`src/rtl/assert_macros.svh`:
```
// Assertion macros shared by the RTL files.
// No dependencies; simulation builds get the checks, synthesis gets empty bodies.
`ifndef ASSERT_MACROS_SVH
`define ASSERT_MACROS_SVH

`ifndef SYNTHESIS

// Condition holds at every clock edge outside reset.
`define ASSERT_ALWAYS(lbl, clk, rst, cond) \
   lbl: assert property (@(posedge clk) disable iff (rst) (cond)) \
      else $error("assertion failed: invariant");

// Antecedent implies consequent in the same cycle.
`define ASSERT_IMPLIES(lbl, clk, rst, ante, cons) \
   lbl: assert property (@(posedge clk) disable iff (rst) (ante) |-> (cons)) \
      else $error("assertion failed: implication");

// Antecedent implies consequent in the next cycle.
`define ASSERT_NEXT(lbl, clk, rst, ante, cons) \
   lbl: assert property (@(posedge clk) disable iff (rst) (ante) |=> (cons)) \
      else $error("assertion failed: next-cycle implication");

`else

`define ASSERT_ALWAYS(lbl, clk, rst, cond)
`define ASSERT_IMPLIES(lbl, clk, rst, ante, cons)
`define ASSERT_NEXT(lbl, clk, rst, ante, cons)

`endif

`endif

```
`src/rtl/rwr_pkg.sv`:
```
// Types and constants for the row word realigner.
// No dependencies; imported by every module of the block.
`default_nettype none

package rwr_pkg;

   localparam int WORD_W  = 32;
   localparam int SHIFT_W = 5;
   localparam int AMT_W   = SHIFT_W + 1;  // holds WORD_W itself

   // Configuration register indexes
   localparam logic [1:0] CSR_LEFT_SHIFT = 2'd0;
   localparam logic [1:0] CSR_RIGHT_EDGE = 2'd1;
   localparam logic [1:0] CSR_NEW_FORMAT = 2'd2;

   typedef struct packed {
      logic [SHIFT_W-1:0] left_shift;
      logic [SHIFT_W-1:0] right_edge_bit;
      logic               new_format;
   } cfg_type;

   // Work item classes handed from front to back
   typedef enum logic [2:0] {
      OP_PASS      = 3'd0,  // word as is, last = row end
      OP_JOIN      = 3'd1,  // joined word, not last
      OP_JOIN_LAST = 3'd2,  // joined word, last (trailing word dropped)
      OP_JOIN_TAIL = 3'd3,  // joined word, then leftover word as last
      OP_TAIL      = 3'd4   // single-word row: leftover word as last
   } op_type;

   typedef struct packed {
      op_type            op;
      logic [WORD_W-1:0] prev_word;
      logic [WORD_W-1:0] cur_word;
      logic              row_end;
   } entry_type;

   typedef struct packed {
      logic tail_pending;
   } back_status_type;

endpackage

`default_nettype wire

```
`src/rtl/rwr_front.sv`:
```
// Front end: accepts source words, tracks the held word and classifies each item.
// Depends on rwr_pkg.
`default_nettype none

module rwr_front
   import rwr_pkg::*;
(
   input  wire logic              clock,
   input  wire logic              reset,
   input  wire cfg_type           cfg,
   input  wire logic              req_valid,
   output logic                   req_ready,
   input  wire logic [WORD_W-1:0] req_word_in,
   input  wire logic              req_row_end,
   input  wire logic              q_full,
   output logic                   q_push,
   output entry_type              q_entry
);

   logic [WORD_W-1:0] held_ff, held_in;
   logic              holding_ff, holding_in;
   logic              accept, pass, drop, has_op;
   op_type            op;

   assign req_ready = !q_full;
   assign accept    = req_valid && req_ready;

   // Classify the incoming word
   always_comb begin
      pass   = (cfg.left_shift == '0) || cfg.new_format;
      drop   = cfg.right_edge_bit < cfg.left_shift;
      has_op = 1'b1;
      op     = OP_PASS;
      if (pass) begin
         op = OP_PASS;
      end else if (holding_ff) begin
         if (!req_row_end) begin
            op = OP_JOIN;
         end else if (drop) begin
            op = OP_JOIN_LAST;
         end else begin
            op = OP_JOIN_TAIL;
         end
      end else if (req_row_end && !drop) begin
         op = OP_TAIL;
      end else begin
         has_op = 1'b0;  // first word of a row, or single-word row dropped
      end
   end

   assign q_push            = accept && has_op;
   assign q_entry.op        = op;
   assign q_entry.prev_word = held_ff;
   assign q_entry.cur_word  = req_word_in;
   assign q_entry.row_end   = req_row_end;

   // Held word state
   always_comb begin
      held_in    = held_ff;
      holding_in = holding_ff;
      if (accept) begin
         held_in    = req_word_in;
         holding_in = !pass && !req_row_end;
      end
   end

   always_ff @(posedge clock) begin
      if (reset) begin
         held_ff    <= '0;
         holding_ff <= 1'b0;
      end else begin
         held_ff    <= held_in;
         holding_ff <= holding_in;
      end
   end

endmodule

`default_nettype wire

```
`src/rtl/rwr_queue.sv`:
```
// Short FIFO of classified work items between front and back.
// Depends on rwr_pkg.
`default_nettype none

module rwr_queue
   import rwr_pkg::*;
#(
   parameter int DEPTH = 4
) (
   input  wire logic      clock,
   input  wire logic      reset,
   input  wire logic      push,
   input  wire entry_type push_entry,
   input  wire logic      pop,
   output entry_type      head,
   output logic           empty,
   output logic           full,
   output logic [$clog2(DEPTH+1)-1:0] count
);

   localparam int PTR_W = (DEPTH > 1) ? $clog2(DEPTH) : 1;
   localparam int CNT_W = $clog2(DEPTH + 1);

   entry_type        store_ff [DEPTH];
   logic [PTR_W-1:0] wr_ptr_ff, wr_ptr_in;
   logic [PTR_W-1:0] rd_ptr_ff, rd_ptr_in;
   logic [CNT_W-1:0] count_ff, count_in;

   function automatic logic [PTR_W-1:0] next_ptr(input logic [PTR_W-1:0] p);
      return (p == PTR_W'(DEPTH - 1)) ? '0 : p + 1'b1;
   endfunction

   assign empty = (count_ff == '0);
   assign full  = (count_ff == CNT_W'(DEPTH));
   assign count = count_ff;
   assign head  = store_ff[rd_ptr_ff];

   // Pointer and count update
   always_comb begin
      wr_ptr_in = push ? next_ptr(wr_ptr_ff) : wr_ptr_ff;
      rd_ptr_in = pop  ? next_ptr(rd_ptr_ff) : rd_ptr_ff;
      count_in  = count_ff;
      if (push && !pop) begin
         count_in = count_ff + 1'b1;
      end else if (pop && !push) begin
         count_in = count_ff - 1'b1;
      end
   end

   always_ff @(posedge clock) begin
      if (reset) begin
         wr_ptr_ff <= '0;
         rd_ptr_ff <= '0;
         count_ff  <= '0;
      end else begin
         wr_ptr_ff <= wr_ptr_in;
         rd_ptr_ff <= rd_ptr_in;
         count_ff  <= count_in;
      end
   end

   // Entry storage, no reset needed
   always_ff @(posedge clock) begin
      if (push) begin
         store_ff[wr_ptr_ff] <= push_entry;
      end
   end

endmodule

`default_nettype wire

```
`src/rtl/rwr_back.sv`:
```
// Back end: funnel-shifts queued items and drives the registered result channel.
// Depends on rwr_pkg.
`default_nettype none

module rwr_back
   import rwr_pkg::*;
(
   input  wire logic              clock,
   input  wire logic              reset,
   input  wire cfg_type           cfg,
   input  wire entry_type         head,
   input  wire logic              q_empty,
   output logic                   q_pop,
   output logic                   rsp_valid,
   input  wire logic              rsp_ready,
   output logic [WORD_W-1:0]      rsp_word_out,
   output logic                   rsp_row_last,
   output back_status_type        status
);

   logic              rsp_valid_ff, rsp_valid_in;
   logic [WORD_W-1:0] word_ff, word_in;
   logic              last_ff, last_in;
   logic              pending_ff, pending_in;
   logic [WORD_W-1:0] tail_ff, tail_in;
   logic              out_free;
   logic [AMT_W-1:0]  up_amt;
   logic [WORD_W-1:0] joined, tail_word;

   assign out_free = !rsp_valid_ff || rsp_ready;
   assign q_pop    = out_free && !pending_ff && !q_empty;

   // Funnel shift of held and current words
   always_comb begin
      up_amt    = AMT_W'(WORD_W) - AMT_W'(cfg.left_shift);
      joined    = (head.prev_word >> cfg.left_shift) | (head.cur_word << up_amt);
      tail_word = head.cur_word >> cfg.left_shift;
   end

   // Output register loading
   always_comb begin
      rsp_valid_in = rsp_valid_ff;
      word_in      = word_ff;
      last_in      = last_ff;
      pending_in   = pending_ff;
      tail_in      = tail_ff;
      if (out_free) begin
         rsp_valid_in = 1'b0;
         if (pending_ff) begin
            rsp_valid_in = 1'b1;
            word_in      = tail_ff;
            last_in      = 1'b1;
            pending_in   = 1'b0;
         end else if (!q_empty) begin
            rsp_valid_in = 1'b1;
            unique case (head.op)
               OP_PASS: begin
                  word_in = head.cur_word;
                  last_in = head.row_end;
               end
               OP_JOIN: begin
                  word_in = joined;
                  last_in = 1'b0;
               end
               OP_JOIN_LAST: begin
                  word_in = joined;
                  last_in = 1'b1;
               end
               OP_JOIN_TAIL: begin
                  word_in    = joined;
                  last_in    = 1'b0;
                  pending_in = 1'b1;
                  tail_in    = tail_word;
               end
               OP_TAIL: begin
                  word_in = tail_word;
                  last_in = 1'b1;
               end
               default: begin
                  word_in = head.cur_word;
                  last_in = head.row_end;
               end
            endcase
         end
      end
   end

   always_ff @(posedge clock) begin
      if (reset) begin
         rsp_valid_ff <= 1'b0;
         pending_ff   <= 1'b0;
      end else begin
         rsp_valid_ff <= rsp_valid_in;
         pending_ff   <= pending_in;
      end
   end

   always_ff @(posedge clock) begin
      word_ff <= word_in;
      last_ff <= last_in;
      tail_ff <= tail_in;
   end

   assign rsp_valid           = rsp_valid_ff;
   assign rsp_word_out        = word_ff;
   assign rsp_row_last        = last_ff;
   assign status.tail_pending = pending_ff;

endmodule

`default_nettype wire

```
`src/rtl/row_word_realigner.sv`:
```
// Row word realigner: the work item of an accepted request is written to the queue at the
// accepting edge, and a result word is valid on rsp once the back end loads its output register.
// One source word per cycle is taken while the queue is not full; a row end that also emits
// the leftover word makes the back end produce a second word, which the QUEUE_DEPTH-entry
// queue absorbs. Synchronous active-high reset clears control state and sets left_shift 0,
// right_edge_bit 31, new_format 0.
`default_nettype none
`include "assert_macros.svh"

module row_word_realigner
   import rwr_pkg::*;
#(
   parameter int QUEUE_DEPTH = 4
) (
   input  wire logic                  clock,
   input  wire logic                  reset,
   // request channel
   input  wire logic                  req_valid,
   output logic                       req_ready,
   input  wire logic [WORD_W-1:0]     req_word_in,
   input  wire logic                  req_row_end,
   // response channel
   output logic                       rsp_valid,
   input  wire logic                  rsp_ready,
   output logic [WORD_W-1:0]          rsp_word_out,
   output logic                       rsp_row_last,
   // configuration writes
   input  wire logic                  csr_valid,
   output logic                       csr_ready,
   input  wire logic [1:0]            csr_index,
   input  wire logic [SHIFT_W-1:0]    csr_wdata
);

   localparam int CNT_W = $clog2(QUEUE_DEPTH + 1);

   cfg_type          cfg_ff, cfg_in;
   logic             q_push, q_pop, q_empty, q_full;
   entry_type        q_entry, q_head;
   logic [CNT_W-1:0] q_count;
   back_status_type  back_status;

   // Configuration registers
   assign csr_ready = 1'b1;

   always_comb begin
      cfg_in = cfg_ff;
      if (csr_valid && csr_ready) begin
         unique case (csr_index)
            CSR_LEFT_SHIFT: cfg_in.left_shift     = csr_wdata;
            CSR_RIGHT_EDGE: cfg_in.right_edge_bit = csr_wdata;
            CSR_NEW_FORMAT: cfg_in.new_format     = csr_wdata[0];
            default:        cfg_in = cfg_ff;
         endcase
      end
   end

   always_ff @(posedge clock) begin
      if (reset) begin
         cfg_ff.left_shift     <= '0;
         cfg_ff.right_edge_bit <= '1;
         cfg_ff.new_format     <= 1'b0;
      end else begin
         cfg_ff <= cfg_in;
      end
   end

   rwr_front u_front (
      .clock       (clock),
      .reset       (reset),
      .cfg         (cfg_ff),
      .req_valid   (req_valid),
      .req_ready   (req_ready),
      .req_word_in (req_word_in),
      .req_row_end (req_row_end),
      .q_full      (q_full),
      .q_push      (q_push),
      .q_entry     (q_entry)
   );

   rwr_queue #(
      .DEPTH (QUEUE_DEPTH)
   ) u_queue (
      .clock      (clock),
      .reset      (reset),
      .push       (q_push),
      .push_entry (q_entry),
      .pop        (q_pop),
      .head       (q_head),
      .empty      (q_empty),
      .full       (q_full),
      .count      (q_count)
   );

   rwr_back u_back (
      .clock        (clock),
      .reset        (reset),
      .cfg          (cfg_ff),
      .head         (q_head),
      .q_empty      (q_empty),
      .q_pop        (q_pop),
      .rsp_valid    (rsp_valid),
      .rsp_ready    (rsp_ready),
      .rsp_word_out (rsp_word_out),
      .rsp_row_last (rsp_row_last),
      .status       (back_status)
   );

   // Checks
   `ASSERT_ALWAYS(a_queue_bound, clock, reset, q_count <= CNT_W'(QUEUE_DEPTH))
   `ASSERT_IMPLIES(a_tail_behind_out, clock, reset, back_status.tail_pending, rsp_valid)
   `ASSERT_NEXT(a_tail_is_last, clock, reset, back_status.tail_pending && rsp_ready, rsp_valid && rsp_row_last)
   `ASSERT_IMPLIES(a_no_pop_empty, clock, reset, q_pop, !q_empty && !back_status.tail_pending)

endmodule

`default_nettype wire

```
`config.mk`:
```
export PLATFORM = sky130hd
export DESIGN_NAME = row_word_realigner
export DESIGN_NICKNAME = d
export VERILOG_FILES = /design/src/rtl/rwr_pkg.sv /design/src/rtl/rwr_front.sv /design/src/rtl/rwr_queue.sv /design/src/rtl/rwr_back.sv /design/src/rtl/row_word_realigner.sv
export VERILOG_INCLUDE_DIRS = /design/src /design/src/rtl
export SDC_FILE = /design/constraint.sdc
export NUM_CORES = 1
export LEC_CHECK = 0
export CORE_ASPECT_RATIO = 1.1
export CORE_UTILIZATION = 50
export DETAILED_ROUTE_END_ITERATION = 10
export DONT_BUFFER_PORTS = 1
export SKIP_LAST_GASP = 1
export SLEW_MARGIN = 10
export SYNTH_ARGS = -nofsm -noshare
export SYNTH_HDL_FRONTEND = slang
export SYNTH_HIERARCHICAL = 1
export SYNTH_SLANG_ARGS = --single-unit
```
`constraint.sdc`:
```
create_clock -name clock -period 4.8 [get_ports clock]
set_input_delay 0.48 -clock clock [delete_from_list [all_inputs] [get_ports clock]]
set_output_delay 0.48 -clock clock [all_outputs]
set_load 0.05 [all_outputs]
```
### Word level (Yosys, flattened, before mapping)

Memories as Yosys holds them, arrays and structs flattened. A register that Yosys moved wholly into a read port is not among the register bits.
Index checks and enable logic that the tools add are counted.

* register bits after elaboration: 118
* RAM bits: 272
* input bits: 45
* output and inout bits: 36
* memories kept: 1

* add/subtract/negate cells: 5
* magnitude comparators: 1
* eq/ne operators: 10
* shift-type cells: 3
* multiplexer cells: 26
* bitwise logic cells: 3
* reduce and logical (&&, ||, !) cells: 31

Memory list
* u_queue.store_ff: depth 4, bits a word 68, rd ports 1, clocked after memory_dff 1, wr ports 1, RTL line rwr_queue.sv:24 `entry_type store_ff [DEPTH];`

Operators by type and width (count)
* 32-bit 2-to-1 mux: 2
* 32-bit one-hot mux with 2 select lines: 1
* 32-bit by 5-bit >> shifter with 32-bit output: 2
* 32-bit bitwise OR: 1
* 32-bit by 6-bit << shifter with 32-bit output: 1
* 3-bit 2-to-1 mux: 6
* 1-bit 2-to-1 mux: 12
* 1-bit zero test: 9
* 1-bit logical AND: 8
* 2-bit 2-to-1 mux: 4
* 2-bit AND reduction: 4
* 2-bit equality test (second input constant): 3
* 3-bit by 2-bit equality test with 1-bit output (second input constant): 2
* 3-bit equality test (second input constant): 2
* 6-bit by 5-bit subtractor with 6-bit output (first input constant): 1
* 5-bit zero test: 1
* 5-bit < comparator: 1
* 2-bit by 1-bit adder with 2-bit output (second input constant): 2
* 4-bit AND reduction: 1
* 2-bit OR reduction: 2
* 3-bit by 1-bit adder with 3-bit output (second input constant): 1
* 3-bit by 1-bit equality test with 1-bit output (second input constant): 1
* 3-bit zero test: 1
* 3-bit OR reduction: 1
* 8 further kinds: 10

### Longest topological paths before layout

Gate-level depths: netlist (run 1).

* depth in word-level cells: 11
* depth in mapped cells: 15

### Cells and area by module

The synthesis (run 1) kept the hierarchy.

Modules (own cells, without submodules)
* rwr_queue: times used 1, cells an instance 400, area an instance 10276.1 µm², sequential area each 8348.0 µm²
* rwr_back: times used 1, cells an instance 1032, area an instance 9566.7 µm², sequential area each 1991.9 µm²
* rwr_front: times used 1, cells an instance 203, area an instance 1561.5 µm², sequential area each 660.6 µm²
* row_word_realigner: times used 1, cells an instance 51, area an instance 501.7 µm², sequential area each 220.2 µm²

### Least setup slack after synthesis (run 1)

Ideal clock, no wire load.

* kind: register -> register
* from: register cfg_ff[6] (netlist name)
* to: register u_back.word_ff[24], in the netlist u_back/rsp_word_out[24], data pin
* library setup time: 261 ps
* arrival time: 3180 ps
* data required time: 4539 ps
* slack: 1360 ps
* cell stages (with the launch flop): 13
* clock period less this slack: 3440 ps
* path through: dfxtp_1 > buf_6 > inv_2 > buf_6 > buf_6 > buf_2 > ha_1 > clkbuf_1 > xnor2_1 > mux4_2 > or3_1 > a311oi_1 > nor2_1

* cells in the longest elaborated chain, start to end: 6
* elaborated cells between the ends (all ways): 8

Ends and longest elaborated chain
* from (decl): RTL line row_word_realigner.sv:36 `cfg_type cfg_ff, cfg_in;`
* from (signal assigned): RTL line row_word_realigner.sv:63 `cfg_ff <= cfg_in;`
* 6-bit by 5-bit subtractor with 6-bit output: RTL line rwr_back.sv:35 `up_amt = AMT_W'(WORD_W) - AMT_W'(cfg.left_shift);`
* 32-bit by 6-bit << shifter with 32-bit output: RTL line rwr_back.sv:36 `joined = (head.prev_word >> cfg.left_shift) | (head.cur_word << up_amt);`
* 32-bit bitwise OR: RTL line rwr_back.sv:36
* 32-bit one-hot mux with 2 select lines (*): RTL line rwr_back.sv:56 `unique case (head.op)`
* 32-bit 2-to-1 mux (*): RTL line rwr_back.sv:54 `end else if (!q_empty) begin`
* 32-bit 2-to-1 mux (*): RTL line rwr_back.sv:49 `if (pending_ff) begin`
* to (signal assigned): RTL line rwr_back.sv:99 `word_ff <= word_in;`
* to (decl): RTL line rwr_back.sv:22 `logic [WORD_W-1:0] word_ff, word_in;`

Mark *: on every way between the ends. The rest lies on a longest branch, timed or not. The select of a mux whose other input is x is not followed.
A chain may end at the register's enable or synchronous reset.

### Worst setup path after layout (run 1)

* from: register cfg_ff[7] (netlist name)
* to: register u_back.word_ff[15], in the netlist u_back/rsp_word_out[15], data pin

Same word-level chain as after synthesis.

==> impl_results.md, run 1 <==
* Final wirelength at 77.09 mm
* Drt wl/cell at 33.99 µm
* Synth cell count leaders: edfxtp_1 (337), nand2_1 (172), mux4_2 (142), mux2i_1 (126), nor2_1 (97)
* Sequential share of the synthesized area at roughly half
* CTS max path bufs at 3
* Synth area leaders: edfxtp_1 (46%), mux4_2 (15%), mux2i_1 (5.8%)
* CP most frequent cell: mux2_2
* Final Critical Period at between 4000 and 5000 ps
* HPWL Detailed at 53.83 mm
* Root buf cell: clkbuf_16
* Row Count at 80
* Syn avg cell area at ~13 µm²
* Synth top area share at 46.20%
* Fin crit share at 85.13%
* Leak pwr at about 8 nW
* Synth Register Bits at ~390
* Mapped Nets at 1743
* Die Ht at around 220 µm
* Largest stage delay on the critical path at ~840 ps
* Post-synthesis adder-cell area fraction at 0.7197%
* Worst min-delay path class: in2reg
* Max Cap Viol at 0
* CP Launch Type: register
* ANT cells at 0
* Post-CTS setup repair buffer count at 0
* CTS tree: yes
* Total core area at 43340 µm²
* Rel. slew slack at 25.55%
* CTS sink cnt at 392
* Status: finished, final reports clean
* Compound-gate portion of the synthesized area at 10.64%
* Multiplexer area fraction after synthesis at a little under a quarter
* Antenna violations before repair at 3
* GRT overflow at 0
* Max IR drop VDD at approximately 0.44 mV
* Vias in the first global route at between 15000 and 20000
* DR pass1 iterations at 6
* Final setup viols at 0
* CP cell instances: inv_1 > ha_1 > buf_4 > mux2_2 > mux2i_1 > mux2_2 > nor3_1 > a2111oi_0 > a32oi_1
* Slowest cell on crit path: a2111oi_0
* CP endpoint kind: register
* Synth unique cells at 87
* PortBufs at 0
* Crit path DAT at 4350 ps
* Gr usage total at 34.61%
* Peak Freq at 244.7 MHz
* Worst Skew at 19.43 ps
* Residual DRC at 0
* Simple-Gate Fraction of Synth Area at 8.613%
* Num CTS Buffers at 42
* Ys Warns at 6
* Hold slack at just over 30 ps
* Largest net degree at the start of global routing at 112
* Starting Density at around half
* Critical path required time at 5060 ps
* Hold Fails Final Rpt at 0
* Share of post-route cells with drive strength above 1 at 21.49%
* Vias per cell at 6.894
* Max-slew violations at 0
* Routability cong. at 1.055
* FILL cells at approximately 3600
* Syn Inst Count at 1686
* Largest family of logic cells by synthesized area: multiplexers
* Number of H-tree levels at 2
* Crit Path Class: reg2reg
* Pwr/cell area at around 690 nW/µm²
* Crit-path max FO at 28
* Number of synthesized flops with an enable pin at 337
* First-pass GRT wire length at 110.2 mm
* Area grow syn2layout at 9.430%
* Clock-pin slew on the worst setup and hold paths at 60 ps
* Cell area after synthesis at between 20000 and 25000 µm²
* Leading area contributor after synthesis: edfxtp_1
* RSZ-0062 raised after global routing: no
* Routed Antenna Nets at 0
* Setup TNS at 0 ps
* Vias at approximately 16000
* Nets at 1717
* Post-cts resize count at 0
* Main synth FF type: edfxtp_1
* Width of the chip at 201.6 µm
* Xor-xnor portion of the synthesized cell area at 0.4341%
* Post-synth ARST share at 0%
* Most instantiated library cell after synthesis: edfxtp_1
* Die area at about 45000 µm²
* Top-level I/O count at 81
* Worst Tran Pin Value at 1113 ps
* Skew-Pair Late Insertion Delay at 580 ps
* Hold_buf cts at 36
* First DRT Iteration DRCs at around 1700
kinds of logic after synthesis:
kind of cell / Yosys count
xor gates and xnor gates: 10
other: 1
muxes: 315
and+or+nand+nor: 404
AOI/OAI and AO/OA: 343
DFF: 392
buffers and inverters: 209
adders and majority gates: 12
metal layers:
layer	routed length, µm	vias to the layer above	global-route usage (%)
met1	29850	7952	45.20
met3	6641	244	6.922
li1	-	6513	-
met4	5654	0	21.92
met5	0	-	0
met2	34940	926	53.10
final cells by class:
class / count / area [µm²] / area share (%)
Tap cell: 574 / 718.2 / 2.996
Clock inverter: 20 / 187.7 / 0.7829
Inverter: 33 / 123.9 / 0.5167
Multi-Input combinational cell: 1085 / 9522 / 39.72
Clock buffer: 58 / 1204 / 5.021
Sequential cell: 392 / 11240 / 46.90
Timing Repair Buffer: 106 / 973.4 / 4.061
power breakdown:
group | internal, W | switching (W)
registers | 0.00454 | 0.000845
logic | 0.00290 | 0.00510
clock network | 0.00188 | 0.00138
sequential cells by signal, summed over array words and instances, names as in the netlist, named ones only:
signal / cells
u_back/tail_ff: 32
u_back/status: 1
u_back/rsp_row_last: 1
u_queue/store_ff: 272
u_queue/rd_ptr_ff: 2
u_front/holding_ff: 1
u_back/rsp_word_out: 32
u_front/held_ff: 32
u_queue/count: 3
u_queue/wr_ptr_ff: 2
u_back/rsp_valid: 1
cfg_ff: 11
worst max-delay path: cells and delay by family (launching register included):
kind	cells	cell delay [ps]
AO/OA/AOI/OAI	2	1110
flip-flops	1	350
multiplexers	3	900
buffers and inverters	2	640
adder cells (fa/ha/maj)	1	700
AND/OR/NAND/NOR	1	60
through the flow:
step | instances | setup WS (ps) | power, W | util, % | instance area [µm²]
final | 2268 | 713.6 | 0.01664 | 55.31 | 23970
after global routing | 2268 | 664.4 | 0.01707 | 55.31 | 23970
after CTS | 2268 | 765.8 | 0.01646 | 55.31 | 23970
after detailed placement | 2154 | 829.9 | 0.01314 | 51.27 | 22220
after global placement | 2154 | 834.1 | 0.01317 | 51.27 | 22220
after floorplan | 1686 | 1360 | 0.01021 | - | 21910
path summary, 6_finish.rpt:
kind         slack, ps                from                      end  cells after the start
max                710           cfg_ff[7]  u_back/rsp_word_out[15]                      9
min reg2reg        490  u_front/held_ff[5]       u_front/held_ff[5]                      2
min                 30      req_word_in[0]       u_front/held_ff[0]                      2
max reg2reg        710           cfg_ff[7]  u_back/rsp_word_out[15]                      9
placed cells by master, fill, tap and decap left out, drive strengths merged, types with 8 or more instances in the layout:
cell type	netlist	final
nor2b	15	15
ha	11	11
o221ai	9	9
nor3b	8	8
o2bb2ai	8	8
a211oi	14	14
o21ai	50	50
a21oi	95	95
buf	117	70
dfxtp	55	55
nand2	172	172
edfxtp	337	337
nor3	22	22
a32oi	13	13
o22a	8	8
and2	18	18
mux2	46	46
a2bb2oi	13	13
a221oi	14	14
inv	32	33
a31oi	11	11
mux2i	127	127
nand2b	23	23
o211ai	12	12
clkbuf	59	58
o22ai	31	31
nand3	14	14
clkinv	1	15
dlygate4sd3	0	36
nor2	97	97
mux4	142	142
a22oi	9	9
Note: power is estimated with default switching activity, not from simulation.
==> run 2, diff against run 1 <==
--- a/config.mk
+++ b/config.mk
@@ -14,5 +14,4 @@
 export SLEW_MARGIN = 10
 export SYNTH_ARGS = -nofsm -noshare
 export SYNTH_HDL_FRONTEND = slang
-export SYNTH_HIERARCHICAL = 1
 export SYNTH_SLANG_ARGS = --single-unit
==> impl_results.md, run 2 <==
* Overall Power at 0.01580 W (-5.1%)
* Nets at 1777 (+3.5%)
* Critical path required time at 5140 ps (+80 ps)
* Main synth FF type: edfxtp_1
* Syn Inst Count at 1715 (+1.7%)
* Biggest register: u_queue.store_ff
* Worst Skew at 40.47 ps (+21.05 ps)
* GRT overflow at 0 (unchanged)
* Rel. slew slack at 22.28% (-3.3 points)
* Crit Path Class: reg2reg
* Worst Tran Pin Value at 1136 ps (+23.29 ps)
* Mapped Nets at 1773 (+1.7%)
* Ys Warns at 0 (-6)
* Routed Antenna Nets at 0 (unchanged)
* FF-to-FF End: u_back.rsp_word_out[22]
* Final setup viols at 0 (unchanged)
* First DRT Iteration DRCs at 1558 (-8.7%)
* Die Ht at 220.3 µm (-0.54%)
* Status: finished, final reports clean
* Row Count at 79 (-1.3%)
* Synth unique cells at 85 (-2.3%)
* Gr usage total at 34.87% (+0.26 points)
* Leak pwr at 8.284 nW (+3.2%)
* CP endpoint kind: register
* Worst min-delay path class: in2reg
* CP Launch Type: register
* Max Cap Viol at 0 (unchanged)
* Crit path DAT at 4640 ps (+290 ps)
* Area grow syn2layout at 9.847%
* ANT cells at 0 (unchanged)
* Vias in the first global route at 15110 (-1.6%)
* Residual DRC at 0 (unchanged)
* Max layer used: met4
* Post-CTS setup repair buffer count at 0 (unchanged)
* Sequential share of the synthesized area at 51.79% (+0.57 points)
* R2R Setup Slk at 500 ps (-220 ps)
* Met2 WL at 35.12 mm (+0.53%)
* Synth top area share at 46.71% (+0.51 points)
* Cell area after synthesis at 21670 µm² (-1.1%)
* Share of post-route cells with drive strength above 1 at 19.50% (-2.0 points)
* Max IR drop VDD at 0.3967 mV (-9.1%)
* PortBufs at 0 (unchanged)
* Hold Fails Final Rpt at 0 (unchanged)
* CTS sink cnt at 392 (unchanged)
* CTS max path bufs at 3 (unchanged)
* Number of synthesized flops with an enable pin at 337 (unchanged)
* Number of H-tree levels at 2 (unchanged)
* Final wirelength at 77.15 mm (about the same)
* Final Critical Period at 4302 ps (+215.4 ps)
* Synth cell count leaders: edfxtp_1 (337), nand2_1 (217), nor2_1 (136), mux4_2 (110), a21oi_1 (107)
* Final Util at 55.99% (+0.68 points)
* DR pass1 iterations at 6 (unchanged)
* HPWL Detailed at 55.29 mm (+2.7%)
* Top-level I/O count at 81 (unchanged)
* Syn avg cell area at 12.63 µm² (-2.8%)
* CTS tree: yes
* Skew-Pair Late Insertion Delay at 590 ps (about the same)
* Vias at 15750 (+0.70%)
* Synth Register Bits at 392 (unchanged)
* Width of the chip at 200.5 µm (-0.54%)
* FF-to-FF path depth at 9 (unchanged)
* Setup TNS at 0 ps (unchanged)
* WL met3 at 5.498 mm (-17%)
* Setup crit end: u_back.rsp_word_out[22]
* Commonest non-fill, non-tap cell in the layout: edfxtp_1
* Max-slew violations at 0 (unchanged)
* Clock-pin slew on the worst setup and hold paths at 60 ps (about the same)
* Most instantiated library cell after synthesis: edfxtp_1
* Starting Density at 50.97% (+0.43 points)
* Leading area contributor after synthesis: edfxtp_1
* Max reg flops at 272 (unchanged)
* Most frequent cells in the layout: edfxtp_1 (337), nand2_1 (217), nor2_1 (134)
* Vias per cell at 6.798 (-1.4%)
* Num CTS Buffers at 39 (-7.1%)
* Met1 WL at 31.65 mm (+6.0%)
* RSZ-0062 raised after global routing: no
* Post-synth ARST share at 0% (unchanged)
* Root buf cell: clkbuf_16
* Largest net degree at the start of global routing at 69 (-38%)
* Fin crit share at 89.62% (+4.5 points)
* Total core area at 42500 µm² (-1.9%)
* Peak Freq at 232.5 MHz (-5.0%)
* Routability cong. at 1.095 (+3.8%)
* Die area at 44170 µm² (-1.1%)
* Drt wl/cell at 33.31 µm (-2.0%)
* Pwr/cell area at 663.9 nW/µm² (-4.4%)
* Crit-path max FO at 26 (-7.1%)
* First-pass GRT wire length at 109.8 mm (-0.39%)
* Antenna violations before repair at 0 (-3)
* Synth area leaders: edfxtp_1 (47%), mux4_2 (11%), dfxtp_1 (5.1%)
[run 2: worst max-delay path: stages (launching register included)]
cell     delay, ps
dfxtp_4        660
buf_4          310
mux4_1         820
and2_1         300
o21ai_0        150
o22a_1         340
o21ai_1        130
a21oi_1        530
o21ai_0        400
a221o_1        410
[run 2: worst min path at each step]
| stage | start | to | cells after the start |
|---|---|---|---|
| 6_report | req_word_in[25] | u_front.held_ff[25] | 2 |
| 5_1_grt | req_word_in[25] | u_front.held_ff[25] | 2 |
| 4_1_cts | req_word_in[23] | u_front.held_ff[23] | 2 |
| 3_5_place_dp | cfg_ff[1] | cfg_ff[1] | 1 |
| 3_3_place_gp | cfg_ff[1] | cfg_ff[1] | 1 |
| 2_1_floorplan | cfg_ff[1] | cfg_ff[1] | 1 |
[run 2: layout make-up]
| cell class | count | area, µm² |
|---|---|---|
| well taps | 567 | 709.4 |
| inverters | 28 | 105.1 |
| clock inverters | 21 | 240.2 |
| repair buffers | 90 | 828.3 |
| clock buffers | 50 | 1077 |
| multi-input cells | 1168 | 9607 |
| fillers | 3628 | 18700 |
| flip-flops and latches | 392 | 11230 |
[run 2: what timing repair did]
item / 4_1_cts / 5_1_grt
gates resized for setup: 0 / 0
hold buffers: 34 / 0
hold endpoints to repair: 185 / 0
[run 2: kinds of logic after synthesis]
| group | after synthesis | synth area share [%] |
|---|---|---|
| simple gates | 453 | 8.894 |
| flops | 392 | 51.79 |
| compound gates | 385 | 11.94 |
| mux | 307 | 22.16 |
| buf+inv | 155 | 4.043 |
| fa+ha+maj | 13 | 0.7854 |
| xor+xnor | 9 | 0.3638 |
| other cells | 1 | 0.01731 |
[run 2: metrics by stage]
| step | hold slack [ps] | setup slack [ps] | instance area [µm²] | cells |
|---|---|---|---|---|
| 3_3_place_gp | 453.8 | 729.6 | 22120 | 2211 |
| 3_5_place_dp | 459.6 | 707.0 | 22120 | 2211 |
| 6_report | 22.23 | 498.2 | 23800 | 2316 |
| 5_1_grt | 13.63 | 418.7 | 23800 | 2316 |
| 2_1_floorplan | 426.3 | 127.1 | 21670 | 1715 |
| 4_1_cts | 3.851 | 677.9 | 23800 | 2316 |
[run 2: power by group]
part | total, W | switching (W) | internal (W)
Combinational | 0.00743 | 0.00475 | 0.00268
Sequential | 0.00524 | 0.000834 | 0.00441
Clock | 0.00313 | 0.00135 | 0.00177
[run 2: routing by layer]
metal | track usage, % | up-vias
met3 | 6.274 | 194
met1 | 46.69 | 8062
met4 | 19.85 | 0
met2 | 54.07 | 761
met5 | 0 | -
li1 | - | 6728
==> run 3, diff against run 2 <==
--- a/config.mk
+++ b/config.mk
@@ -10,6 +10,7 @@
 export CORE_UTILIZATION = 50
 export DETAILED_ROUTE_END_ITERATION = 10
 export DONT_BUFFER_PORTS = 1
+export RECOVER_POWER = 50
 export SKIP_LAST_GASP = 1
 export SLEW_MARGIN = 10
 export SYNTH_ARGS = -nofsm -noshare
==> impl_results.md, run 3 (synthesized netlist as in run 2, its figures left out) <==
* Area grow syn2layout at 9.789% (about the same)
* PortBufs at 0 (unchanged)
* Die Ht at 220.3 µm (unchanged)
* First-pass GRT wire length at 109.8 mm (unchanged)
* Finished Cell Area at 23790 µm² (about the same)
* CTS tree: yes
* Max-slew violations at 72 (+72)
* R2R Setup Slk at 240 ps (-260 ps)
* Top-level I/O count at 81 (unchanged)
* Final Critical Period at 4560 ps (+258.3 ps)
* Leak pwr at 8.272 nW (-0.15%)
* Vias in the first global route at 15110 (unchanged)
* Share of post-route cells with drive strength above 1 at 19.21% (-0.29 points)
* Setup TNS at 0 ps (unchanged)
* Hold Fails Final Rpt at 0 (unchanged)
* ANT cells at 0 (unchanged)
* CP Launch Type: register
* Post-cts resize count at 0 (unchanged)
* HPWL Detailed at 55.29 mm (unchanged)
* Gr usage total at 34.87% (unchanged)
* Status: finished with violations
* Max reg flops at 272 (unchanged)
* Hold slack at 22.31 ps (+0.07840 ps)
* Max IR drop VDD at 0.3968 mV (about the same)
* Starting Density at 50.97% (unchanged)
* Critical path required time at 5060 ps (-80 ps)
* Vias at 15710 (-0.23%)
* Num CTS Buffers at 39 (unchanged)
* Post-DP Area at 22120 µm² (unchanged)
* CTS sink cnt at 392 (unchanged)
* Root buf cell: clkbuf_16
* Vias per cell at 6.782 (-0.23%)
* Clock-pin slew on the worst setup and hold paths at 60 ps (about the same)
* Width of the chip at 200.5 µm (unchanged)
* Row Count at 79 (unchanged)
* Antenna violations before repair at 0 (unchanged)
* RSZ-0062 raised after global routing: no
* Nets at 1777 (unchanged)
* DR pass1 iterations at 6 (unchanged)
* Number of H-tree levels at 2 (unchanged)
* Max Cap Viol at 2 (+2)
* Skew-Pair Late Insertion Delay at 590 ps (about the same)
* Peak Freq at 219.3 MHz (-5.7%)
* GRT overflow at 0 (unchanged)
* Worst Skew at 39.10 ps (-1.370 ps)
* Total core area at 42500 µm² (unchanged)
* Biggest register: u_queue.store_ff
* Worst Tran Pin Value at 2070 ps (+933.2 ps)
* Routed Antenna Nets at 0 (unchanged)
* Rel. slew slack at -37.98% (-60 points)
* First DRT Iteration DRCs at 1547 (-0.71%)
* Post-CTS setup repair buffer count at 0 (unchanged)
* CTS max path bufs at 3 (unchanged)
* Crit Path Class: reg2reg
* Crit path DAT at 4820 ps (+180 ps)
* Crit-path max FO at 58 (+120%)
* Final setup viols at 0 (unchanged)
* Residual DRC at 0 (unchanged)
* Pwr/cell area at 664.4 nW/µm² (about the same)
* Failing checks: capacitance limit, slew limit
* Commonest non-fill, non-tap cell in the layout: edfxtp_1
* Most frequent cells in the layout: edfxtp_1 (337), nand2_1 (217), nor2_1 (134)
* Hold_buf cts at 34 (unchanged)
* Routability cong. at 1.095 (unchanged)
* Die area at 44170 µm² (unchanged)
* Worst min-delay path class: in2reg
* CP endpoint kind: register
* Fin crit share at 95.00% (+5.4 points)
* Drt wl/cell at 33.30 µm (about the same)
* Final wirelength at 77.12 mm (about the same)
* Largest net degree at the start of global routing at 69 (unchanged)
==> run 3: final cells by class <==
class,instances,area (µm²)
Clock buffer,50,1077
Clock inverter,21,240.2
Fill cell,3629,18720
Inverter,28,105.1
Multi-Input combinational cell,1168,9607
Sequential cell,392,11230
Tap cell,567,709.4
Timing Repair Buffer,90,817.0
==> run 3: final timing paths <==
path | from | to | cells after the start
max reg2reg | cfg_ff[6] | u_back.rsp_word_out[24] | 10
min | req_word_in[25] | u_front.held_ff[25] | 2
min reg2reg | cfg_ff[1] | cfg_ff[1] | 1
max | cfg_ff[6] | u_back.rsp_word_out[24] | 10
==> run 3: metal layers <==
layer  vias up  global-route usage (%)  part of all wire, %
li1       6728                       -                    -
met1      8036                   46.69                   41
met2       748                   54.07                   46
met3       196                   6.274                  7.1
met4         0                   19.85                  6.4
met5         -                       0                    0
==> run 3: where the power goes <==
part / internal, W / switching, W / leakage (nW)
logic: 0.00268 / 0.00475 / 4.03
registers: 0.00442 / 0.000834 / 3.60
clock network: 0.00177 / 0.00135 / 0.641
==> run 3: critical path: stages (launching register included) <==
cell	delay [ps]
dfxtp_1	350
clkbuf_1	1060
buf_4	700
nand2_1	430
buf_4	290
o22ai_1	160
a21oi_1	120
a221oi_1	640
o21ai_0	180
a21oi_1	210
a21oi_1	80
==> run 3: through the flow <==
step	total power (W)	setup WS [ps]	instances	util, %
after global routing	0.01625	237.5	2316	55.96
after floorplan	0.009870	127.1	1715	-
after CTS	0.01566	677.9	2316	55.99
final	0.01580	239.9	2316	55.96
after global placement	0.01253	729.6	2211	52.05
after detailed placement	0.01249	707.0	2211	52.05
